## config.mk

```make
export PLATFORM = sky130hd
export DESIGN_NAME = keyboard_mouse_byte_decoder
export DESIGN_NICKNAME = d
export VERILOG_FILES = /design/src/design/kmbd_pkg.sv /design/src/design/kmbd_ram.sv /design/src/design/kmbd_front.sv /design/src/design/kmbd_cmd_fifo.sv /design/src/design/kmbd_back.sv /design/src/design/keyboard_mouse_byte_decoder.sv
export SDC_FILE = /design/constraint.sdc
export NUM_CORES = 1
export LEC_CHECK = 0
export BUFFER_PORTS_ARGS = -buffer_cell sky130_fd_sc_hd__buf_2
export CAP_MARGIN = 5
export CORE_UTILIZATION = 35
export DETAILED_ROUTE_END_ITERATION = 10
export GPL_TIMING_DRIVEN = 0
export PLACE_DENSITY_LB_ADDON = 0.25
export REMOVE_ABC_BUFFERS = 1
export SKIP_CTS_REPAIR_TIMING = 1
export SLEW_MARGIN = 20
export SYNTH_ARGS = -nofsm -noshare
export SYNTH_HDL_FRONTEND = slang
export SYNTH_SLANG_ARGS = --single-unit
```

## constraint.sdc

```tcl
create_clock -name clock -period 15.7 [get_ports clock]
set_input_delay 4.71 -clock clock [delete_from_list [all_inputs] [get_ports clock]]
set_output_delay 4.71 -clock clock [all_outputs]
set_load 0.01 [all_outputs]
```

## src/design/kmbd_pkg.sv

```systemverilog
// shared types and constants of the keyboard and mouse byte decoder
// no dependencies

package kmbd_pkg;

   localparam int CMD_FIFO_DEPTH = 2;

   localparam logic [1:0] FUNC_BYTE = 2'd0;
   localparam logic [1:0] FUNC_TICK = 2'd1;
   localparam logic [1:0] FUNC_POP  = 2'd2;

   localparam logic [1:0] CSR_HEADER_PATTERN = 2'd0;
   localparam logic [1:0] CSR_MAX_X          = 2'd1;
   localparam logic [1:0] CSR_MAX_Y          = 2'd2;
   localparam logic [1:0] CSR_REPEAT_PERIOD  = 2'd3;

   localparam logic [7:0] HEADER_PATTERN_RESET = 8'hF8;
   localparam logic [9:0] MAX_X_RESET          = 10'd631;
   localparam logic [8:0] MAX_Y_RESET          = 9'd393;
   localparam logic [3:0] REPEAT_PERIOD_RESET  = 4'd9;
   localparam logic [9:0] POS_X_RESET          = 10'd320;
   localparam logic [8:0] POS_Y_RESET          = 9'd75;

   localparam logic [1:0] PHASE_HEADER = 2'd0;
   localparam logic [1:0] PHASE_X      = 2'd1;
   localparam logic [1:0] PHASE_Y      = 2'd2;

   typedef enum logic [2:0] {
      OP_NONE,
      OP_MAKE,
      OP_BREAK,
      OP_TICK,
      OP_POP
   } op_type;

   typedef struct packed {
      op_type     op;
      logic [6:0] code;
      logic [9:0] mouse_x;
      logic [8:0] mouse_y;
      logic       left_button;
      logic       right_button;
   } cmd_type;

   typedef enum logic [1:0] {
      ST_IDLE,
      ST_TICK_B,
      ST_POP_DATA
   } back_state_type;

endpackage

```

## src/design/kmbd_ram.sv

```systemverilog
// generic single write port ram with registered read
// no dependencies

module kmbd_ram #(
   parameter int WIDTH = 7,
   parameter int DEPTH = 128
) (
   input  logic                     clock,
   input  logic                     wr_en,
   input  logic [$clog2(DEPTH)-1:0] wr_addr,
   input  logic [WIDTH-1:0]         wr_data,
   input  logic                     rd_en,
   input  logic [$clog2(DEPTH)-1:0] rd_addr,
   output logic [WIDTH-1:0]         rd_data
);

   logic [WIDTH-1:0] mem_ff [DEPTH];
   logic [WIDTH-1:0] rd_data_ff;

   always_ff @(posedge clock) begin
      if (wr_en) begin
         mem_ff[wr_addr] <= wr_data;
      end
      if (rd_en) begin
         rd_data_ff <= mem_ff[rd_addr];
      end
   end

   assign rd_data = rd_data_ff;

endmodule

```

## src/design/kmbd_front.sv

```systemverilog
// front end: accepts requests, tracks mouse packets, classifies key bytes
// depends on kmbd_pkg

module kmbd_front (
   input  logic              clock,
   input  logic              reset,
   input  logic              req_valid,
   output logic              req_ready,
   input  logic [1:0]        req_func,
   input  logic [7:0]        req_data,
   input  logic [7:0]        header_pattern,
   input  logic [9:0]        max_x,
   input  logic [8:0]        max_y,
   input  logic              fifo_full,
   output logic              cmd_push,
   output kmbd_pkg::cmd_type cmd
);
   import kmbd_pkg::*;

   logic [1:0]  phase_ff, phase_in;
   logic [9:0]  pos_x_ff, pos_x_in;
   logic [8:0]  pos_y_ff, pos_y_in;
   logic        left_ff, left_in;
   logic        right_ff, right_in;
   logic [11:0] sum_x;
   logic [10:0] sum_y;
   logic        accept;
   logic        is_mouse;

   assign req_ready = !fifo_full;
   assign accept    = req_valid && req_ready;
   assign cmd_push  = accept;

   assign sum_x = {2'b00, pos_x_ff} + {{4{req_data[7]}}, req_data};
   assign sum_y = {2'b00, pos_y_ff} + {{3{req_data[7]}}, req_data};
   assign is_mouse = ((req_data & header_pattern) == header_pattern) ||
                     (phase_ff != PHASE_HEADER);

   always_comb begin
      phase_in = phase_ff;
      pos_x_in = pos_x_ff;
      pos_y_in = pos_y_ff;
      left_in  = left_ff;
      right_in = right_ff;
      cmd.op   = OP_NONE;
      cmd.code = req_data[6:0];
      case (req_func)
         FUNC_BYTE: begin
            if (is_mouse) begin
               case (phase_ff)
                  PHASE_HEADER: begin
                     left_in  = req_data[1];
                     right_in = req_data[0];
                     phase_in = PHASE_X;
                  end
                  PHASE_X: begin
                     if (sum_x[11]) begin
                        pos_x_in = '0;
                     end else if (sum_x[10:0] > {1'b0, max_x}) begin
                        pos_x_in = max_x;
                     end else begin
                        pos_x_in = sum_x[9:0];
                     end
                     phase_in = PHASE_Y;
                  end
                  PHASE_Y: begin
                     if (sum_y[10]) begin
                        pos_y_in = '0;
                     end else if (sum_y[9:0] > {1'b0, max_y}) begin
                        pos_y_in = max_y;
                     end else begin
                        pos_y_in = sum_y[8:0];
                     end
                     phase_in = PHASE_HEADER;
                  end
                  default: begin
                     phase_in = PHASE_HEADER;
                  end
               endcase
            end else if (req_data[7]) begin
               cmd.op = OP_BREAK;
            end else begin
               cmd.op = OP_MAKE;
            end
         end
         FUNC_TICK: cmd.op = OP_TICK;
         FUNC_POP:  cmd.op = OP_POP;
         default:   cmd.op = OP_NONE;
      endcase
      cmd.mouse_x      = pos_x_in;
      cmd.mouse_y      = pos_y_in;
      cmd.left_button  = left_in;
      cmd.right_button = right_in;
   end

   always_ff @(posedge clock) begin
      if (reset) begin
         phase_ff <= PHASE_HEADER;
         pos_x_ff <= POS_X_RESET;
         pos_y_ff <= POS_Y_RESET;
         left_ff  <= 1'b0;
         right_ff <= 1'b0;
      end else if (accept) begin
         phase_ff <= phase_in;
         pos_x_ff <= pos_x_in;
         pos_y_ff <= pos_y_in;
         left_ff  <= left_in;
         right_ff <= right_in;
      end
   end

endmodule

```

## src/design/kmbd_cmd_fifo.sv

```systemverilog
// two entry command queue between front and back end
// depends on kmbd_pkg

module kmbd_cmd_fifo (
   input  logic              clock,
   input  logic              reset,
   input  logic              push,
   input  kmbd_pkg::cmd_type push_cmd,
   output logic              full,
   input  logic              pop,
   output logic              head_valid,
   output kmbd_pkg::cmd_type head_cmd
);
   import kmbd_pkg::*;

   localparam int PW = $clog2(CMD_FIFO_DEPTH);
   localparam int CW = $clog2(CMD_FIFO_DEPTH + 1);

   cmd_type       entry_ff [CMD_FIFO_DEPTH];
   logic [PW-1:0] wr_ptr_ff, wr_ptr_in;
   logic [PW-1:0] rd_ptr_ff, rd_ptr_in;
   logic [CW-1:0] count_ff, count_in;
   logic          do_push, do_pop;

   assign full       = (count_ff == CW'(CMD_FIFO_DEPTH));
   assign head_valid = (count_ff != '0);
   assign head_cmd   = entry_ff[rd_ptr_ff];
   assign do_push    = push && !full;
   assign do_pop     = pop && head_valid;

   always_comb begin
      wr_ptr_in = wr_ptr_ff;
      rd_ptr_in = rd_ptr_ff;
      count_in  = count_ff;
      if (do_push) begin
         wr_ptr_in = (wr_ptr_ff == PW'(CMD_FIFO_DEPTH - 1)) ? '0 : wr_ptr_ff + PW'(1);
      end
      if (do_pop) begin
         rd_ptr_in = (rd_ptr_ff == PW'(CMD_FIFO_DEPTH - 1)) ? '0 : rd_ptr_ff + PW'(1);
      end
      if (do_push && !do_pop) begin
         count_in = count_ff + CW'(1);
      end else if (do_pop && !do_push) begin
         count_in = count_ff - CW'(1);
      end
   end

   always_ff @(posedge clock) begin
      if (reset) begin
         wr_ptr_ff <= '0;
         rd_ptr_ff <= '0;
         count_ff  <= '0;
      end else begin
         wr_ptr_ff <= wr_ptr_in;
         rd_ptr_ff <= rd_ptr_in;
         count_ff  <= count_in;
      end
   end

   always_ff @(posedge clock) begin
      if (do_push) begin
         entry_ff[wr_ptr_ff] <= push_cmd;
      end
   end

endmodule

```

## src/design/kmbd_back.sv

```systemverilog
// back end: held keys, auto repeat, key queue and response register
// depends on kmbd_pkg and kmbd_ram

module kmbd_back #(
   parameter int QUEUE_DEPTH = 128
) (
   input  logic              clock,
   input  logic              reset,
   input  logic              cmd_valid,
   input  kmbd_pkg::cmd_type cmd,
   output logic              cmd_pop,
   input  logic [3:0]        repeat_period,
   output logic              rsp_valid,
   input  logic              rsp_ready,
   output logic              rsp_key_valid,
   output logic [6:0]        rsp_key_code,
   output logic [7:0]        rsp_keys_waiting,
   output logic              rsp_overflow,
   output logic [9:0]        rsp_mouse_x,
   output logic [8:0]        rsp_mouse_y,
   output logic              rsp_left_button,
   output logic              rsp_right_button
);
   import kmbd_pkg::*;

   localparam int AW = $clog2(QUEUE_DEPTH);
   localparam int CW = $clog2(QUEUE_DEPTH + 1);

   back_state_type state_ff, state_in;
   logic          held_a_ff, held_a_in, held_b_ff, held_b_in;
   logic [6:0]    code_a_ff, code_a_in, code_b_ff, code_b_in;
   logic [3:0]    cnt_a_ff, cnt_a_in, cnt_b_ff, cnt_b_in;
   logic [AW-1:0] head_ff, head_in, tail_ff, tail_in;
   logic [CW-1:0] count_ff, count_in;
   logic          drop_ff, drop_in;

   logic          rsp_valid_ff;
   logic          key_valid_ff;
   logic [6:0]    key_code_ff;
   logic [7:0]    keys_waiting_ff;
   logic          overflow_ff;
   logic [9:0]    mouse_x_ff;
   logic [8:0]    mouse_y_ff;
   logic          left_ff, right_ff;

   logic          out_free, finish, key_valid_n, overflow_n, dropped;
   logic          enq_req;
   logic [6:0]    enq_code;
   logic          wr_en, rd_en;
   logic [6:0]    rd_data;
   logic [CW+7:0] waiting_wide;

   assign out_free = !rsp_valid_ff || rsp_ready;

   kmbd_ram #(
      .WIDTH(7),
      .DEPTH(QUEUE_DEPTH)
   ) u_queue_ram (
      .clock   (clock),
      .wr_en   (wr_en),
      .wr_addr (tail_ff),
      .wr_data (enq_code),
      .rd_en   (rd_en),
      .rd_addr (head_ff),
      .rd_data (rd_data)
   );

   always_comb begin
      state_in    = state_ff;
      held_a_in   = held_a_ff;
      held_b_in   = held_b_ff;
      code_a_in   = code_a_ff;
      code_b_in   = code_b_ff;
      cnt_a_in    = cnt_a_ff;
      cnt_b_in    = cnt_b_ff;
      head_in     = head_ff;
      tail_in     = tail_ff;
      count_in    = count_ff;
      drop_in     = drop_ff;
      finish      = 1'b0;
      cmd_pop     = 1'b0;
      key_valid_n = 1'b0;
      enq_req     = 1'b0;
      enq_code    = cmd.code;
      rd_en       = 1'b0;
      wr_en       = 1'b0;
      dropped     = 1'b0;
      overflow_n  = 1'b0;

      case (state_ff)
         ST_IDLE: begin
            if (cmd_valid) begin
               case (cmd.op)
                  OP_MAKE: begin
                     if (out_free) begin
                        if (!held_a_ff) begin
                           code_a_in = cmd.code;
                           held_a_in = 1'b1;
                        end else begin
                           code_b_in = cmd.code;
                           held_b_in = 1'b1;
                        end
                        enq_req = 1'b1;
                        finish  = 1'b1;
                     end
                  end
                  OP_BREAK: begin
                     if (out_free) begin
                        if (cmd.code == code_a_ff) begin
                           held_a_in = 1'b0;
                        end else if (cmd.code == code_b_ff) begin
                           held_b_in = 1'b0;
                        end
                        finish = 1'b1;
                     end
                  end
                  OP_TICK: begin
                     if (!held_a_ff) begin
                        cnt_a_in = '0;
                     end else if (cnt_a_ff < repeat_period) begin
                        cnt_a_in = cnt_a_ff + 4'd1;
                     end else begin
                        cnt_a_in = '0;
                        enq_req  = 1'b1;
                        enq_code = code_a_ff;
                     end
                     state_in = ST_TICK_B;
                  end
                  OP_POP: begin
                     if (count_ff != '0) begin
                        rd_en    = 1'b1;
                        head_in  = (head_ff == AW'(QUEUE_DEPTH - 1)) ? '0 : head_ff + AW'(1);
                        count_in = count_ff - CW'(1);
                        state_in = ST_POP_DATA;
                     end else if (out_free) begin
                        finish = 1'b1;
                     end
                  end
                  default: begin
                     finish = out_free;
                  end
               endcase
            end
         end
         ST_TICK_B: begin
            if (out_free) begin
               if (!held_b_ff) begin
                  cnt_b_in = '0;
               end else if (cnt_b_ff < repeat_period) begin
                  cnt_b_in = cnt_b_ff + 4'd1;
               end else begin
                  cnt_b_in = '0;
                  enq_req  = 1'b1;
                  enq_code = code_b_ff;
               end
               finish   = 1'b1;
               state_in = ST_IDLE;
            end
         end
         ST_POP_DATA: begin
            if (out_free) begin
               key_valid_n = 1'b1;
               finish      = 1'b1;
               state_in    = ST_IDLE;
            end
         end
         default: begin
            state_in = ST_IDLE;
         end
      endcase

      if (enq_req) begin
         if (count_ff == CW'(QUEUE_DEPTH)) begin
            dropped = 1'b1;
         end else begin
            wr_en    = 1'b1;
            tail_in  = (tail_ff == AW'(QUEUE_DEPTH - 1)) ? '0 : tail_ff + AW'(1);
            count_in = count_ff + CW'(1);
         end
      end

      if (state_ff == ST_TICK_B) begin
         overflow_n = drop_ff || dropped;
      end else begin
         overflow_n = dropped;
         drop_in    = dropped;
      end
      cmd_pop = finish;
   end

   assign waiting_wide = {8'b0, count_in};

   always_ff @(posedge clock) begin
      if (reset) begin
         state_ff     <= ST_IDLE;
         held_a_ff    <= 1'b0;
         held_b_ff    <= 1'b0;
         code_a_ff    <= '0;
         code_b_ff    <= '0;
         cnt_a_ff     <= '0;
         cnt_b_ff     <= '0;
         head_ff      <= '0;
         tail_ff      <= '0;
         count_ff     <= '0;
         drop_ff      <= 1'b0;
         rsp_valid_ff <= 1'b0;
      end else begin
         state_ff     <= state_in;
         held_a_ff    <= held_a_in;
         held_b_ff    <= held_b_in;
         code_a_ff    <= code_a_in;
         code_b_ff    <= code_b_in;
         cnt_a_ff     <= cnt_a_in;
         cnt_b_ff     <= cnt_b_in;
         head_ff      <= head_in;
         tail_ff      <= tail_in;
         count_ff     <= count_in;
         drop_ff      <= drop_in;
         if (finish) begin
            rsp_valid_ff <= 1'b1;
         end else if (rsp_ready) begin
            rsp_valid_ff <= 1'b0;
         end
      end
   end

   always_ff @(posedge clock) begin
      if (finish) begin
         key_valid_ff    <= key_valid_n;
         key_code_ff     <= key_valid_n ? rd_data : 7'd0;
         keys_waiting_ff <= waiting_wide[7:0];
         overflow_ff     <= overflow_n;
         mouse_x_ff      <= cmd.mouse_x;
         mouse_y_ff      <= cmd.mouse_y;
         left_ff         <= cmd.left_button;
         right_ff        <= cmd.right_button;
      end
   end

   assign rsp_valid        = rsp_valid_ff;
   assign rsp_key_valid    = key_valid_ff;
   assign rsp_key_code     = key_code_ff;
   assign rsp_keys_waiting = keys_waiting_ff;
   assign rsp_overflow     = overflow_ff;
   assign rsp_mouse_x      = mouse_x_ff;
   assign rsp_mouse_y      = mouse_y_ff;
   assign rsp_left_button  = left_ff;
   assign rsp_right_button = right_ff;

endmodule

```

## src/design/keyboard_mouse_byte_decoder.sv

```systemverilog
// top level of the keyboard and mouse byte decoder
// depends on kmbd_pkg, kmbd_front, kmbd_cmd_fifo, kmbd_back
//
//   port group   direction   handshake           payload
//   req_         in          req_valid/ready     func, data
//   rsp_         out         rsp_valid/ready     key, queue fill, overflow, mouse state
//   csr_         in          csr_we              csr_index, csr_wdata
//
// a byte, break, make, ignored item or pop of an empty queue finishes in ST_IDLE
// a tick passes through ST_IDLE and ST_TICK_B: up to two key queue writes through the single ram write port
// a pop of a filled queue passes through ST_POP_DATA: the key queue ram read is registered
// synchronous reset; key queue contents are not cleared and are never read unwritten
// a two entry command queue lets requests enter while a response waits on rsp_ready

module keyboard_mouse_byte_decoder #(
   parameter int QUEUE_DEPTH = 128
) (
   input  logic       clock,
   input  logic       reset,
   input  logic       req_valid,
   output logic       req_ready,
   input  logic [1:0] req_func,
   input  logic [7:0] req_data,
   output logic       rsp_valid,
   input  logic       rsp_ready,
   output logic       rsp_key_valid,
   output logic [6:0] rsp_key_code,
   output logic [7:0] rsp_keys_waiting,
   output logic       rsp_overflow,
   output logic [9:0] rsp_mouse_x,
   output logic [8:0] rsp_mouse_y,
   output logic       rsp_left_button,
   output logic       rsp_right_button,
   input  logic       csr_we,
   input  logic [1:0] csr_index,
   input  logic [9:0] csr_wdata
);
   import kmbd_pkg::*;

   logic [7:0] header_ff;
   logic [9:0] max_x_ff;
   logic [8:0] max_y_ff;
   logic [3:0] period_ff;

   logic    fifo_full, cmd_push, cmd_pop, head_valid;
   cmd_type push_cmd, head_cmd;

   always_ff @(posedge clock) begin
      if (reset) begin
         header_ff <= HEADER_PATTERN_RESET;
         max_x_ff  <= MAX_X_RESET;
         max_y_ff  <= MAX_Y_RESET;
         period_ff <= REPEAT_PERIOD_RESET;
      end else if (csr_we) begin
         case (csr_index)
            CSR_HEADER_PATTERN: header_ff <= csr_wdata[7:0];
            CSR_MAX_X:          max_x_ff  <= csr_wdata;
            CSR_MAX_Y:          max_y_ff  <= csr_wdata[8:0];
            CSR_REPEAT_PERIOD:  period_ff <= csr_wdata[3:0];
            default:            period_ff <= period_ff;
         endcase
      end
   end

   kmbd_front u_front (
      .clock          (clock),
      .reset          (reset),
      .req_valid      (req_valid),
      .req_ready      (req_ready),
      .req_func       (req_func),
      .req_data       (req_data),
      .header_pattern (header_ff),
      .max_x          (max_x_ff),
      .max_y          (max_y_ff),
      .fifo_full      (fifo_full),
      .cmd_push       (cmd_push),
      .cmd            (push_cmd)
   );

   kmbd_cmd_fifo u_cmd_fifo (
      .clock      (clock),
      .reset      (reset),
      .push       (cmd_push),
      .push_cmd   (push_cmd),
      .full       (fifo_full),
      .pop        (cmd_pop),
      .head_valid (head_valid),
      .head_cmd   (head_cmd)
   );

   kmbd_back #(
      .QUEUE_DEPTH(QUEUE_DEPTH)
   ) u_back (
      .clock            (clock),
      .reset            (reset),
      .cmd_valid        (head_valid),
      .cmd              (head_cmd),
      .cmd_pop          (cmd_pop),
      .repeat_period    (period_ff),
      .rsp_valid        (rsp_valid),
      .rsp_ready        (rsp_ready),
      .rsp_key_valid    (rsp_key_valid),
      .rsp_key_code     (rsp_key_code),
      .rsp_keys_waiting (rsp_keys_waiting),
      .rsp_overflow     (rsp_overflow),
      .rsp_mouse_x      (rsp_mouse_x),
      .rsp_mouse_y      (rsp_mouse_y),
      .rsp_left_button  (rsp_left_button),
      .rsp_right_button (rsp_right_button)
   );

endmodule

```

==> metrics.md <==
| Metric | Value |
|---|---|
| Core box area | 129300 um^2 |
| Clk_skew | 58.16 ps |
| Overall routing resource usage | 0.1643 |
| Routed vias | 24070 |
| Die H | 362.8 um |
| # nets final | 2838 |
| Ys flop type | edfxtp_1 |
| Number of synthesized flops with an enable pin | 1003 |
| Outcome | finished clean |
| CTS clock-pin slew for the worst setup and hold paths | 60 ps |
| Max-cap violations | 0 |
| Clock Latency Late Sink | 730 ps |
| Reg area | 32320 um^2 |
| Clk sinks | 1112 |
| Worst r2r src | u_back.state_ff[0] |
| Register bit total from synthesis | 1112 |
| Fillers | 11430 |
| Crit-path slowest cell | nand3b_1 |
| Worst Path Arrival | 8560 ps |
| Drt wl/cell | 23.55 um |
| Cell Chain, Critical Path | buf_2, ha_1, inv_1, fa_1, nor2b_1, o2111ai_1, nand3b_1, a31oi_1, xnor2_1, ha_1, nand4_1, nor3_1, a211oi_1, a31oi_1, nand3b_1, mux2i_1, o21ai_0 |
| Initial antenna violation count | 4 |
| FMAX | 122.6 MHz |
| IO Pins | 67 |
| Final Hold Viols | 0 |
| TritonCTS clock tree | yes |
| Setup crit start kind | primary input |
| Synthesis-to-layout area growth | 15.79% |
| Setup CP Type | primary input to flip-flop |
| Hold Path Cell Cnt | 2 |
| H-tree depth | 3 |
| Leakage Power | 16.73 nW |
| Min-delay src | u_front.pos_y_ff[5] |
| Cell Area, Synth | 45570 um^2 |
| FP Rows | 132 |
| Async set-reset flop share out of synthesis | 0 |
| Pin count of the biggest net entering global routing | 52 |
| Global-route wire length before repair | 160100 um |
| Port bufs | 66 |
| Hpwl dp | 73270 um |
| Most frequent cell after synthesis | edfxtp_1 |
| CP Max Fanout | 10 |
| Via count of the first global-routing pass | 24400 |
| Worst EP required | 16110 ps |
| Post-Route WL | 108200 um |
| Vias/cell | 5.239 |
| Largest area contributor in the netlist | edfxtp_1 |
| Synth area leaders | edfxtp_1 (66%), mux4_2 (13%), dfxtp_1 (4.8%), nor2_1 (1.9%), ha_1 (1.6%) |
| Unique cell type count in the Yosys netlist | 77 |
| Register area share after synthesis | 0.7088 |
| Root buf cell | clkbuf_16 |
| Flop2flop setup slack | 10910 ps |
| Ys Warns | 0 |
| Gpl congestion | 0.8435 |
| Worst-Margin Slew | 1087 ps |
| CTS max path bufs | 3 |
| Yosys top cell area share | 0.6609 |
| Multi-input logic area | 12580 um^2 |
| Die area | 131700 um^2 |
| Die Width | 362.8 um |
| Avg Cell Area, Syn | 17.65 um^2 |
| Initial DRC Count | 1899 |
| GRT overflow | 0 |
| Worst r2r path cells | 8 |
| Commonest cells post-synth | edfxtp_1 (1003), mux4_2 (269), nor2_1 (227) |
| Fin crit period | 8158 ps |
| Initial core utilization | 0.3524 |
| Worst Hold Path EP | u_front.pos_y_ff[5] |
| RSZ-0062 raised after global routing | no |
| Crit Reg-Reg Endpoint | u_back.u_queue_ram.mem_ff[102][4] |
| Pre-antenna DRT Iters | 6 |
| Setup crit end kind | flip-flop |
| Crit share post-route | 0.5196 |
| PwrDens | 155.8 nW/um^2 |
| Setup violators final | 0 |
| Gate Count Post-Synth | 2582 |
| HP Class | flip-flop to flip-flop |
| Total CTS buffers | 112 |
| Fin. max-slew vios | 0 |
| Setup_tns | 0 ps |
| Antenna-violating nets left | 0 |
| Hold Slack | 471.2 ps |
| CP peak stage delay | 500 ps |
| Worst VDD drop | 100.6 uV |
| DRC Markers | 0 |
| Share of post-route cells with drive strength above 1 | 0.2491 |
| Max_slew headroom | 0.2744 |
registers in the layout, summed over array words and instances (netlist names), 8 cells and up, named ones only:
signal                     flops
u_front.pos_y_ff               9
u_back.count_ff                8
u_back.rsp_mouse_y             9
u_back.u_queue_ram.mem_ff    896
u_cmd_fifo.entry_ff           62
header_ff                      8
u_front.pos_x_ff              10
max_y_ff                       9
u_back.rsp_keys_waiting        8
u_back.rsp_mouse_x            10
max_x_ff                      10
cells by family after synthesis:
logic type | after synthesis | share of synthesized area
mux | 369 | 0.1560
buf+inv | 190 | 0.01804
xor+xnor | 44 | 0.008456
flops | 1112 | 0.7088
simple gates | 527 | 0.05145
fa+ha+maj | 59 | 0.01653
compound gates | 281 | 0.04074
layout by cell type (no fill, tap or decap), drive strengths merged, types with 7 or more instances in the layout:
cell | Yosys | routed
clkbuf | 68 | 137
or2 | 9 | 9
a31oi | 7 | 7
xor2 | 15 | 15
nand2b | 11 | 11
o22ai | 8 | 8
nor3 | 26 | 26
inv | 61 | 65
nand3 | 28 | 28
nor2b | 11 | 11
and2 | 7 | 7
dfxtp | 109 | 109
o21a | 9 | 9
bufinv | 0 | 14
edfxtp | 1003 | 1003
or3 | 11 | 11
a21oi | 71 | 71
buf | 60 | 184
a221oi | 7 | 7
mux2 | 37 | 37
a211oi | 18 | 18
o21ai | 59 | 59
nor2 | 228 | 228
nand2 | 146 | 146
ha | 57 | 57
o31ai | 9 | 9
mux4 | 269 | 269
o211ai | 34 | 34
xnor2 | 29 | 29
nand4 | 10 | 10
mux2i | 63 | 63
nand3b | 7 | 7
clkinv | 1 | 53
o311ai | 8 | 8
a21o | 10 | 10
and3 | 16 | 16
through the flow:
stage | area (um^2) | worst slack [ps] | instances | utilization | power, mW
6_report | 52770 | 7542 | 4593 | 0.4080 | 8.222
5_1_grt | 52760 | 7285 | 4592 | 0.4080 | 8.524
4_1_cts | 52760 | 7603 | 4592 | 0.4080 | 8.305
3_5_place_dp | 48980 | 6864 | 4380 | 0.3788 | 5.568
3_3_place_gp | 47490 | -7431 | 4262 | 0.3673 | 5.932
2_1_floorplan | 44980 | 4154 | 2454 | - | 5.042
area by class of cell:
cell class | count | share of cell area
clock inverters | 75 | 0.01541
repair buffers | 184 | 0.03168
diodes | 1 | 0.00004742
well taps | 1742 | 0.04131
clock buffers | 137 | 0.05627
flip-flops and latches | 1112 | 0.6125
inverters | 62 | 0.004410
multi-input cells | 1280 | 0.2384
per-layer routing:
layer  up-vias  global-route usage  part of all wire
met1     12540              0.2284              0.44
met2       714              0.2619              0.48
li1      10640                   -                 -
met3       167             0.03189             0.059
met5         -                   0           0.00019
met4         4             0.04650             0.025
where the power goes:
part           leakage [nW]  switching (mW)  total (mW)  internal (mW)
logic                  4.97            1.02        1.49          0.476
clock network          1.86            1.15        2.73           1.58
registers              9.90          0.0703        4.00           3.93
how the worst max path moves through the flow:
stage	cells after the start	slack, ps	to	startpoint
3_3_place_gp	2	-7430	u_back.u_queue_ram.mem_ff[12][1]	flip-flop
6_report	17	7540	u_cmd_fifo.entry_ff[1][17]	req_data[0]
3_5_place_dp	17	6860	u_cmd_fifo.entry_ff[0][19]	req_data[0]
4_1_cts	17	7600	u_cmd_fifo.entry_ff[0][17]	req_data[0]
5_1_grt	17	7290	u_cmd_fifo.entry_ff[0][18]	req_data[0]
2_1_floorplan	2	4150	u_back.u_queue_ram.mem_ff[0][4]	flip-flop
worst max-delay path, delay by kind of cell:
family,cells,cell delay [ps]
AO/OA/AOI/OAI,5,710
XOR/XNOR,1,160
multiplexers,1,420
adder cells (fa/ha/maj),3,950
AND/OR/NAND/NOR,5,1330
buffers and inverters,2,270
(Power assumes the default switching activity.)
